`config.mk`:
```
export PLATFORM = sky130hd
export DESIGN_NAME = sensor_frame_crc_checker_top
export DESIGN_NICKNAME = d
export VERILOG_FILES = /design/src/sfcc_pkg.sv /design/src/sfcc_frame.sv /design/src/sensor_frame_crc_checker_top.sv
export SDC_FILE = /design/constraint.sdc
export NUM_CORES = 1
export LEC_CHECK = 0
export BUFFER_PORTS_ARGS = -buffer_cell sky130_fd_sc_hd__clkbuf_2
export CORE_ASPECT_RATIO = 1.4
export CORE_MARGIN = 2
export CORE_UTILIZATION = 55
export DETAILED_ROUTE_END_ITERATION = 7
export GPL_ROUTABILITY_DRIVEN = 0
export PLACE_DENSITY = 0.75
export SLEW_MARGIN = 10
export SYNTH_ARGS = -nofsm -noshare
export SYNTH_HDL_FRONTEND = slang
export SYNTH_SLANG_ARGS = --single-unit
export TNS_END_PERCENT = 10
```
`constraint.sdc`:
```
create_clock -name clock -period 7 [get_ports clock]
set_clock_uncertainty 0.15 [all_clocks]
set_input_delay 0 -clock clock [delete_from_list [all_inputs] [get_ports clock]]
set_output_delay 0 -clock clock [all_outputs]
set_load 0.02 [all_outputs]
```
`src/sfcc_pkg.sv`:
```
// -----------------------------------------------------------------------------
// sfcc_pkg
// Shared types, constants and the CRC-8 byte step for the sensor frame checker.
// -----------------------------------------------------------------------------
package sfcc_pkg;

   localparam int unsigned FRAME_LEN = 9;
   localparam int unsigned POS_W     = 4;

   localparam logic [7:0]  CRC_INIT   = 8'hFF;
   localparam logic [7:0]  CRC_TOP    = 8'h80;
   localparam logic [7:0]  POLY_RESET = 8'h31;
   localparam logic [15:0] SHORT_FILL = 16'h7FFF;

   localparam logic [POS_W-1:0] POS_LAST = 4'(FRAME_LEN - 1);

   // register indexes of the configuration port
   localparam int unsigned CSR_ADDR_W = 2;
   localparam logic [CSR_ADDR_W-1:0] CSR_CHECK_ENABLE = 2'd0;
   localparam logic [CSR_ADDR_W-1:0] CSR_SENSOR_READY = 2'd1;
   localparam logic [CSR_ADDR_W-1:0] CSR_CRC_POLY     = 2'd2;

   // place of a byte inside its three-byte word group
   typedef enum logic [1:0] {
      SLOT_HIGH = 2'd0,
      SLOT_LOW  = 2'd1,
      SLOT_CRC  = 2'd2
   } slot_type;

   typedef struct packed {
      logic check_enable;
      logic sensor_ready;
      logic [7:0] crc_poly;
   } cfg_type;

   // first member lands in the top bits
   typedef struct packed {
      logic not_ready;
      logic flags_crc_bad;
      logic temp_crc_bad;
      logic flow_crc_bad;
      logic short_read;
      logic [15:0] status_word;
      logic signed [15:0] temperature_raw;
      logic signed [15:0] flow_raw;
   } result_type;

   localparam int unsigned RESULT_W = $bits(result_type);
   localparam int unsigned RSP_W    = ((RESULT_W + 7) / 8) * 8;

   // msb-first crc-8, no reflection, no final xor
   function automatic logic [7:0] crc8_byte(input logic [7:0] crc,
                                            input logic [7:0] data,
                                            input logic [7:0] poly);
      logic [7:0] c;
      c = crc ^ data;
      for (int i = 0; i < 8; i++) begin
         if ((c & CRC_TOP) != 8'h00) begin
            c = {c[6:0], 1'b0} ^ poly;
         end else begin
            c = {c[6:0], 1'b0};
         end
      end
      return c;
   endfunction

endpackage

```
`src/sfcc_frame.sv`:
```
// -----------------------------------------------------------------------------
// sfcc_frame
// Frame state of one sensor reply: byte position, running CRC, received words
// and failure bits; decides when a byte completes a result and builds it.
// -----------------------------------------------------------------------------
module sfcc_frame
   import sfcc_pkg::*;
(
   input  logic       clock,
   input  logic       reset,
   input  cfg_type    cfg,
   input  logic       step_en,
   input  logic [7:0] data_byte,
   input  logic       transfer_end,
   output logic       result_valid,
   output result_type result
);

   logic [POS_W-1:0] byte_pos_ff, byte_pos_in;
   logic [7:0]       crc_ff, crc_in;
   logic [7:0]       high_ff, high_in;
   logic [15:0]      words_ff [3];
   logic [15:0]      words_in [3];
   logic [2:0]       fail_ff, fail_in;

   slot_type   slot;
   logic [1:0] word_idx;
   logic [7:0] crc_step;
   logic       full_frame;

   // position to word index and slot
   always_comb begin
      unique case (byte_pos_ff)
         4'd0:    begin word_idx = 2'd0; slot = SLOT_HIGH; end
         4'd1:    begin word_idx = 2'd0; slot = SLOT_LOW;  end
         4'd2:    begin word_idx = 2'd0; slot = SLOT_CRC;  end
         4'd3:    begin word_idx = 2'd1; slot = SLOT_HIGH; end
         4'd4:    begin word_idx = 2'd1; slot = SLOT_LOW;  end
         4'd5:    begin word_idx = 2'd1; slot = SLOT_CRC;  end
         4'd6:    begin word_idx = 2'd2; slot = SLOT_HIGH; end
         4'd7:    begin word_idx = 2'd2; slot = SLOT_LOW;  end
         4'd8:    begin word_idx = 2'd2; slot = SLOT_CRC;  end
         default: begin word_idx = 2'd0; slot = SLOT_HIGH; end
      endcase
   end

   always_comb begin
      crc_step = crc8_byte((slot == SLOT_HIGH) ? CRC_INIT : crc_ff, data_byte,
                           cfg.crc_poly);
      crc_in   = crc_ff;
      high_in  = high_ff;
      fail_in  = fail_ff;
      for (int i = 0; i < 3; i++) begin
         words_in[i] = words_ff[i];
      end
      unique case (slot)
         SLOT_HIGH: begin
            crc_in  = crc_step;
            high_in = data_byte;
         end
         SLOT_LOW: begin
            crc_in = crc_step;
            words_in[word_idx] = {high_ff, data_byte};
         end
         SLOT_CRC: begin
            if (data_byte != crc_ff) begin
               fail_in = fail_ff | (3'b001 << word_idx);
            end
         end
         default: begin
            crc_in = crc_ff;
         end
      endcase

      full_frame   = (byte_pos_ff == POS_LAST);
      result_valid = full_frame || transfer_end;
      byte_pos_in  = byte_pos_ff + 4'd1;

      if (!cfg.sensor_ready) begin
         result.flow_raw        = SHORT_FILL;
         result.temperature_raw = SHORT_FILL;
         result.status_word     = SHORT_FILL;
         result.short_read      = 1'b1;
         result.flow_crc_bad    = 1'b1;
         result.temp_crc_bad    = 1'b1;
         result.flags_crc_bad   = 1'b1;
         result.not_ready       = 1'b1;
      end else if (!full_frame) begin
         result.flow_raw        = SHORT_FILL;
         result.temperature_raw = SHORT_FILL;
         result.status_word     = SHORT_FILL;
         result.short_read      = 1'b1;
         result.flow_crc_bad    = 1'b0;
         result.temp_crc_bad    = 1'b0;
         result.flags_crc_bad   = 1'b0;
         result.not_ready       = 1'b0;
      end else begin
         result.flow_raw        = words_in[0];
         result.temperature_raw = words_in[1];
         result.status_word     = words_in[2];
         result.short_read      = 1'b0;
         result.flow_crc_bad    = fail_in[0] & cfg.check_enable;
         result.temp_crc_bad    = fail_in[1] & cfg.check_enable;
         result.flags_crc_bad   = fail_in[2] & cfg.check_enable;
         result.not_ready       = 1'b0;
      end
   end

   always_ff @(posedge clock) begin
      if (reset) begin
         byte_pos_ff <= '0;
         crc_ff      <= CRC_INIT;
         fail_ff     <= '0;
      end else if (step_en) begin
         if (result_valid) begin
            byte_pos_ff <= '0;
            crc_ff      <= CRC_INIT;
            fail_ff     <= '0;
         end else begin
            byte_pos_ff <= byte_pos_in;
            crc_ff      <= crc_in;
            fail_ff     <= fail_in;
         end
      end
   end

   always_ff @(posedge clock) begin
      if (step_en) begin
         high_ff <= high_in;
         for (int i = 0; i < 3; i++) begin
            words_ff[i] <= words_in[i];
         end
      end
   end

   a_pos_in_frame: assert property (@(posedge clock) disable iff (reset)
      byte_pos_ff <= POS_LAST)
      else $error("byte position beyond frame");

   a_restart_after_result: assert property (@(posedge clock) disable iff (reset)
      step_en && result_valid |=> byte_pos_ff == '0 && fail_ff == '0)
      else $error("frame state not cleared after result");

   a_not_ready_flags: assert property (@(posedge clock) disable iff (reset)
      result_valid && !cfg.sensor_ready |->
         result.not_ready && result.short_read && result.flow_crc_bad
         && result.temp_crc_bad && result.flags_crc_bad)
      else $error("not-ready result missing flags");

endmodule

```
`src/sensor_frame_crc_checker_top.sv`:
```
// -----------------------------------------------------------------------------
// sensor_frame_crc_checker_top
// Receives the bytes of a nine-byte sensor reply and reports its three words
// with per-word CRC-8 check flags.
// -----------------------------------------------------------------------------
// Bytes come in on the req_ stream, one per transfer, with req_tlast marking
// the last byte the bus delivered. One rsp_ transfer leaves per frame: after
// the ninth byte, or after an earlier byte with req_tlast set (short read).
// The user writes registers check_enable, sensor_ready and crc_poly through
// the csr_ port only while no frame is in flight; the block does not check it.
// Each accepted byte sits in the input register, where the CRC-8 step (eight
// unrolled shift/xor stages) and the frame state update run; when the byte
// moves on and completes a frame, the result register is loaded. A result is
// therefore valid once its final byte has moved from the input register into
// the result register. One byte per cycle is taken unless a stall holds it.
// When the receiver stalls, the result waits in the result register and
// bytes keep flowing until a second result is ready to leave; then the input
// register holds it and req_tready drops until the first is taken.
// Reset clears the frame, empties both registers and restores the register
// defaults (checks on, sensor not ready, polynomial 0x31).
// -----------------------------------------------------------------------------
module sensor_frame_crc_checker_top
   import sfcc_pkg::*;
(
   input  logic                  clock,
   input  logic                  reset,
   input  logic                  req_tvalid,
   output logic                  req_tready,
   input  logic [7:0]            req_tdata,   // data_byte[7:0]
   input  logic                  req_tlast,   // transfer_end
   output logic                  rsp_tvalid,
   input  logic                  rsp_tready,
   // flow_raw, temperature_raw, status_word, short_read, flow_crc_bad,
   // temp_crc_bad, flags_crc_bad, not_ready, zero pad
   output logic [RSP_W-1:0]      rsp_tdata,
   input  logic                  csr_wen,
   input  logic [CSR_ADDR_W-1:0] csr_addr,
   input  logic [7:0]            csr_wdata
);

   cfg_type    cfg_ff;
   logic       in_valid_ff;
   logic [7:0] in_byte_ff;
   logic       in_end_ff;
   logic       out_valid_ff;
   result_type out_ff;

   logic       step_en;
   logic       result_valid;
   result_type result;

   always_ff @(posedge clock) begin
      if (reset) begin
         cfg_ff.check_enable <= 1'b1;
         cfg_ff.sensor_ready <= 1'b0;
         cfg_ff.crc_poly     <= POLY_RESET;
      end else if (csr_wen) begin
         unique case (csr_addr)
            CSR_CHECK_ENABLE: cfg_ff.check_enable <= csr_wdata[0];
            CSR_SENSOR_READY: cfg_ff.sensor_ready <= csr_wdata[0];
            CSR_CRC_POLY:     cfg_ff.crc_poly     <= csr_wdata;
            default:          cfg_ff              <= cfg_ff;
         endcase
      end
   end

   // a held byte moves on unless its result would hit a full result register
   assign step_en    = in_valid_ff && (!result_valid || !out_valid_ff || rsp_tready);
   assign req_tready = !in_valid_ff || step_en;

   always_ff @(posedge clock) begin
      if (reset) begin
         in_valid_ff <= 1'b0;
      end else if (req_tready) begin
         in_valid_ff <= req_tvalid;
      end
   end

   always_ff @(posedge clock) begin
      if (req_tready && req_tvalid) begin
         in_byte_ff <= req_tdata;
         in_end_ff  <= req_tlast;
      end
   end

   sfcc_frame u_frame (
      .clock        (clock),
      .reset        (reset),
      .cfg          (cfg_ff),
      .step_en      (step_en),
      .data_byte    (in_byte_ff),
      .transfer_end (in_end_ff),
      .result_valid (result_valid),
      .result       (result)
   );

   always_ff @(posedge clock) begin
      if (reset) begin
         out_valid_ff <= 1'b0;
      end else if (step_en && result_valid) begin
         out_valid_ff <= 1'b1;
      end else if (rsp_tready) begin
         out_valid_ff <= 1'b0;
      end
   end

   always_ff @(posedge clock) begin
      if (step_en && result_valid) begin
         out_ff <= result;
      end
   end

   assign rsp_tvalid = out_valid_ff;
   assign rsp_tdata  = {(RSP_W - RESULT_W)'(0), out_ff};

   a_held_byte_kept: assert property (@(posedge clock) disable iff (reset)
      in_valid_ff && !step_en |=> in_valid_ff && $stable(in_byte_ff)
         && $stable(in_end_ff))
      else $error("held byte lost or overwritten");

   a_no_result_overrun: assert property (@(posedge clock) disable iff (reset)
      step_en && result_valid |-> !out_valid_ff || rsp_tready)
      else $error("result register overwritten");

   a_result_loads: assert property (@(posedge clock) disable iff (reset)
      step_en && result_valid |=> out_valid_ff)
      else $error("result not presented");

endmodule

```
==> summary.md <==
| Metric | Value |
|---|---|
| Final Cycle Share | 76.5% |
| Top_reg_cell synth | edfxtp_1 |
| Post-synth cell types | just under 70 |
| Endpoints failing setup | 0 |
| Vias per inst | 5.73 |
| Leakage | 3.05 nW |
| Xor/xnor share of the synthesized area | around 8.0% |
| WL final | 17100 um |
| Setup_tns | 0 ps |
| Share of layout cells above drive strength 1 | 23.2% |
| Vias in the first global route | about 5400 |
| Setup Fix Bufs, Post-CTS | 0 |
| Critical-path top delay cell | dfxtp_1 |
| MaxCap Viol Count | 0 |
| I/O Pins | 82 |
| Number of flops mapped to enable cells by yosys | 118 |
| R2R setup slack | 1650 ps |
| Die Y | 143 um |
| Worst setup path class | reg -> reg |
| TritonCTS Sinks | 149 |
| Compound-gate portion of the synthesized area | 9.84% |
| Initial antenna violation count | 0 |
| Met2 Use GR | 44.1% |
| Post-synthesis sequential area ratio | 54.6% |
| Crit-path max FO | 32 |
| Die width | around 100 um |
| Synth Instances | 664 |
| Pre-Repair DR Iteration Count | 5 |
| Worst-margin pin slew | 1100 ps |
| Top post-synthesis cells by area | edfxtp_1, dfxtp_1, mux2_2 |
| Max IR drop VDD | 0.176 mV |
| Largest family of logic cells by synthesized area | simple AND/OR/NAND/NOR gates |
| Post-DR wirelength/cell | between 15 and 20 um |
| Routed vias | 5499 |
| Slew Viols, Final | 0 |
| Worst Path Arrival | 5500 ps |
| # rows | 50 |
| Crit Reg-Reg Endpoint | u_frame.crc_ff[3] |
| Mux cell area share after synthesis | 8.56% |
| Reg clk slew, reported paths | 60 ps |
| Worst rel slew slack | 26.5% |
| Yosys top cell by area | edfxtp_1 |
| Setup crit start kind | flop |
| Initial core utilization | 56.7% |
| Synth warn | 0 |
| Simple-Gate Fraction of Synth Area | 14.8% |
| Avg Cell Area, Syn | 11.5 um2 |
| CTS tree | done |
| Grt total ovfl | 0 |
| Post-Syn Area | 0.00763 mm2 |
| CORE AREA | 0.0135 mm2 |
| Post-synthesis adder-cell area fraction | less than 1% |
| DRC violation count after routing | 0 |
| Top cell type's share of synthesized area | 46.4% |
| Post-placement cell area | 0.00815 mm2 |
| Post-route ant nets | 0 |
| CP cell instances | inv_1, nand2_1, a21oi_1, or3_1, and4_4, or4_1, a2111o_1, a2111o_1, o221ai_2, xor2_4, nand2_1, xnor2_1, o22a_1 |
| Run status | complete, no violations |
| NumNets Final | 794 |
| Area growth syn-to-layout | 18.6% |
| PD cells | 247 mW/mm2 |
| Final count of hold timing violations | 0 |
| HP Start | req_tdata[3] |
| Gr usage total | a little under a quarter |
| WHS Endpoint | in_byte_ff[3] |
| Commonest cells post-synth | edfxtp_1, nand2_1, mux2_2, nand2b_1, nor2_1 |
| Max Fclk | around 0.19 GHz |
| CTS Buffer Depth | 2 |
| Clock buffer count from CTS | 17 |
| Met3 global-route usage | 2.99% |
| Final min period | 5350 ps |
| Most Crowded Layer GR | met2 |
| Root Driver | clkbuf_16 |
| Post-synthesis register bit count | between 100 and 150 |
| Total Power | 2.24 mW |
| Post-synth ARST share | 0% |
| Worst skew pair latency | 420 ps |
| Worst Path Required | a little over 7000 ps |
| RSZ-0062 raised after global routing | no |
| Post-route design area | 0.00905 mm2 |
| HP Class | in -> reg |
| CP Capture Type | flop |
| PortBufs | 78 |
| # H-tree levels | 4 |
| First-pass GRT wire length | 27100 um |
| CP max stage delay | 1040 ps |
| GRT met1 Usage | 26.5% |
| # diodes | 0 |
| Largest net degree at the start of global routing | 56 |
| R2R depth | 13 |
| Top-count cell post-synth | edfxtp_1 |
| Dpl hpwl | 11500 um |
| Die area | 0.0148 mm2 |
| Hold depth | 2 |
| Initial DRC count | ~480 |
| Reg2reg start | cfg_ff[7] |
-- layout by cell type, fill, tap and decap left out, types with 7 or more instances in the layout --
cell,instances
inv_1,18
mux2i_1,9
clkbuf_16,17
nand2_1,58
xor2_1,15
mux2_2,50
nor2_1,42
o21ai_0,17
xnor2_1,41
dlygate4sd3_1,33
clkbuf_2,78
o22a_1,7
edfxtp_1,118
a21oi_1,30
buf_4,7
dfxtp_1,31
nor3_1,17
nand2b_1,50
-- routing by layer --
metal | wire (um) | share of wire, % | vias to the layer above
li1 | - | - | 2597
met5 | 0 | 0 | -
met1 | 6640 | 39 | 2650
met3 | 849 | 5.0 | 36
met2 | 9180 | 54 | 216
met4 | 430 | 2.5 | 0
-- through the flow --
step                      util, %  worst slack (ps)  cells  hold slack [ps]
after floorplan                 -              2530    666            -51.1
after global placement       60.6              1940    894             33.3
after detailed placement     60.6              1810    894             29.1
after CTS                    67.3              1770    959              143
after global routing         67.3              1330    959              152
final                        67.3              1650    959              151
-- worst max-delay path, delay by kind of cell (launching register included) --
kind / cells / cell delay (ps)
XOR/XNOR: 2 / 440
buffers and inverters: 1 / 500
AND/OR/NAND/NOR: 5 / 1720
flip-flops: 1 / 1040
AO/OA/AOI/OAI: 5 / 1390
-- what timing repair did --
| action | in CTS | in global routing |
|---|---|---|
| hold buffers | 33 | 0 |
| resized for setup | 0 | 0 |
| hold endpoints to repair | 32 | 0 |
-- state kept, by name (all words and copies together), names as in the netlist --
register and count:
cfg_ff 10, u_frame.slot 2, in_end_ff 1, rsp_tdata 53, u_frame.high_ff 8, u_frame.fail_ff 3, rsp_tvalid 1, u_frame.crc_ff 8
in_valid_ff 1, u_frame.word_idx 2, in_byte_ff 8, u_frame.words_ff 48, u_frame.byte_pos_ff 4
-- kinds of logic after synthesis --
family                   Yosys count
XOR/XNOR                          61
other                              1
adder cells (fa/ha/maj)            6
buffers and inverters             58
multiplexers                      59
AO/OA/AOI/OAI                    108
AND/OR/NAND/NOR                  222
flip-flops                       149
-- cell type report --
class | instances | area (um2)
multi-input cells | 459 | 3250
clock inverters | 14 | 138
well taps | 182 | 228
clock buffers | 18 | 429
fillers | 974 | 4400
inverters | 19 | 71.3
flip-flops and latches | 149 | 4160
repair buffers | 118 | 773
-- worst max path at each step --
stage | start | end | cells after the start
floorplan | u_frame.byte_pos_ff[0] | u_frame.crc_ff[1] | 11
global placement | cfg_ff[7] | u_frame.crc_ff[7] | 13
detailed placement | cfg_ff[7] | u_frame.crc_ff[7] | 13
CTS | cfg_ff[7] | u_frame.crc_ff[3] | 13
global route | cfg_ff[7] | u_frame.crc_ff[3] | 13
finish | cfg_ff[7] | u_frame.crc_ff[3] | 13
-- power by group --
group / total [mW] / switching [mW] / leakage (nW) / internal, mW
combinational: 0.344 / 0.190 / 1.59 / 0.154
clock: 0.873 / 0.375 / 0.268 / 0.498
sequential: 1.02 / 0.0346 / 1.19 / 0.984
total: 2.24 / 0.600 / 3.05 / 1.64
Power figures use the tool's default switching activity.
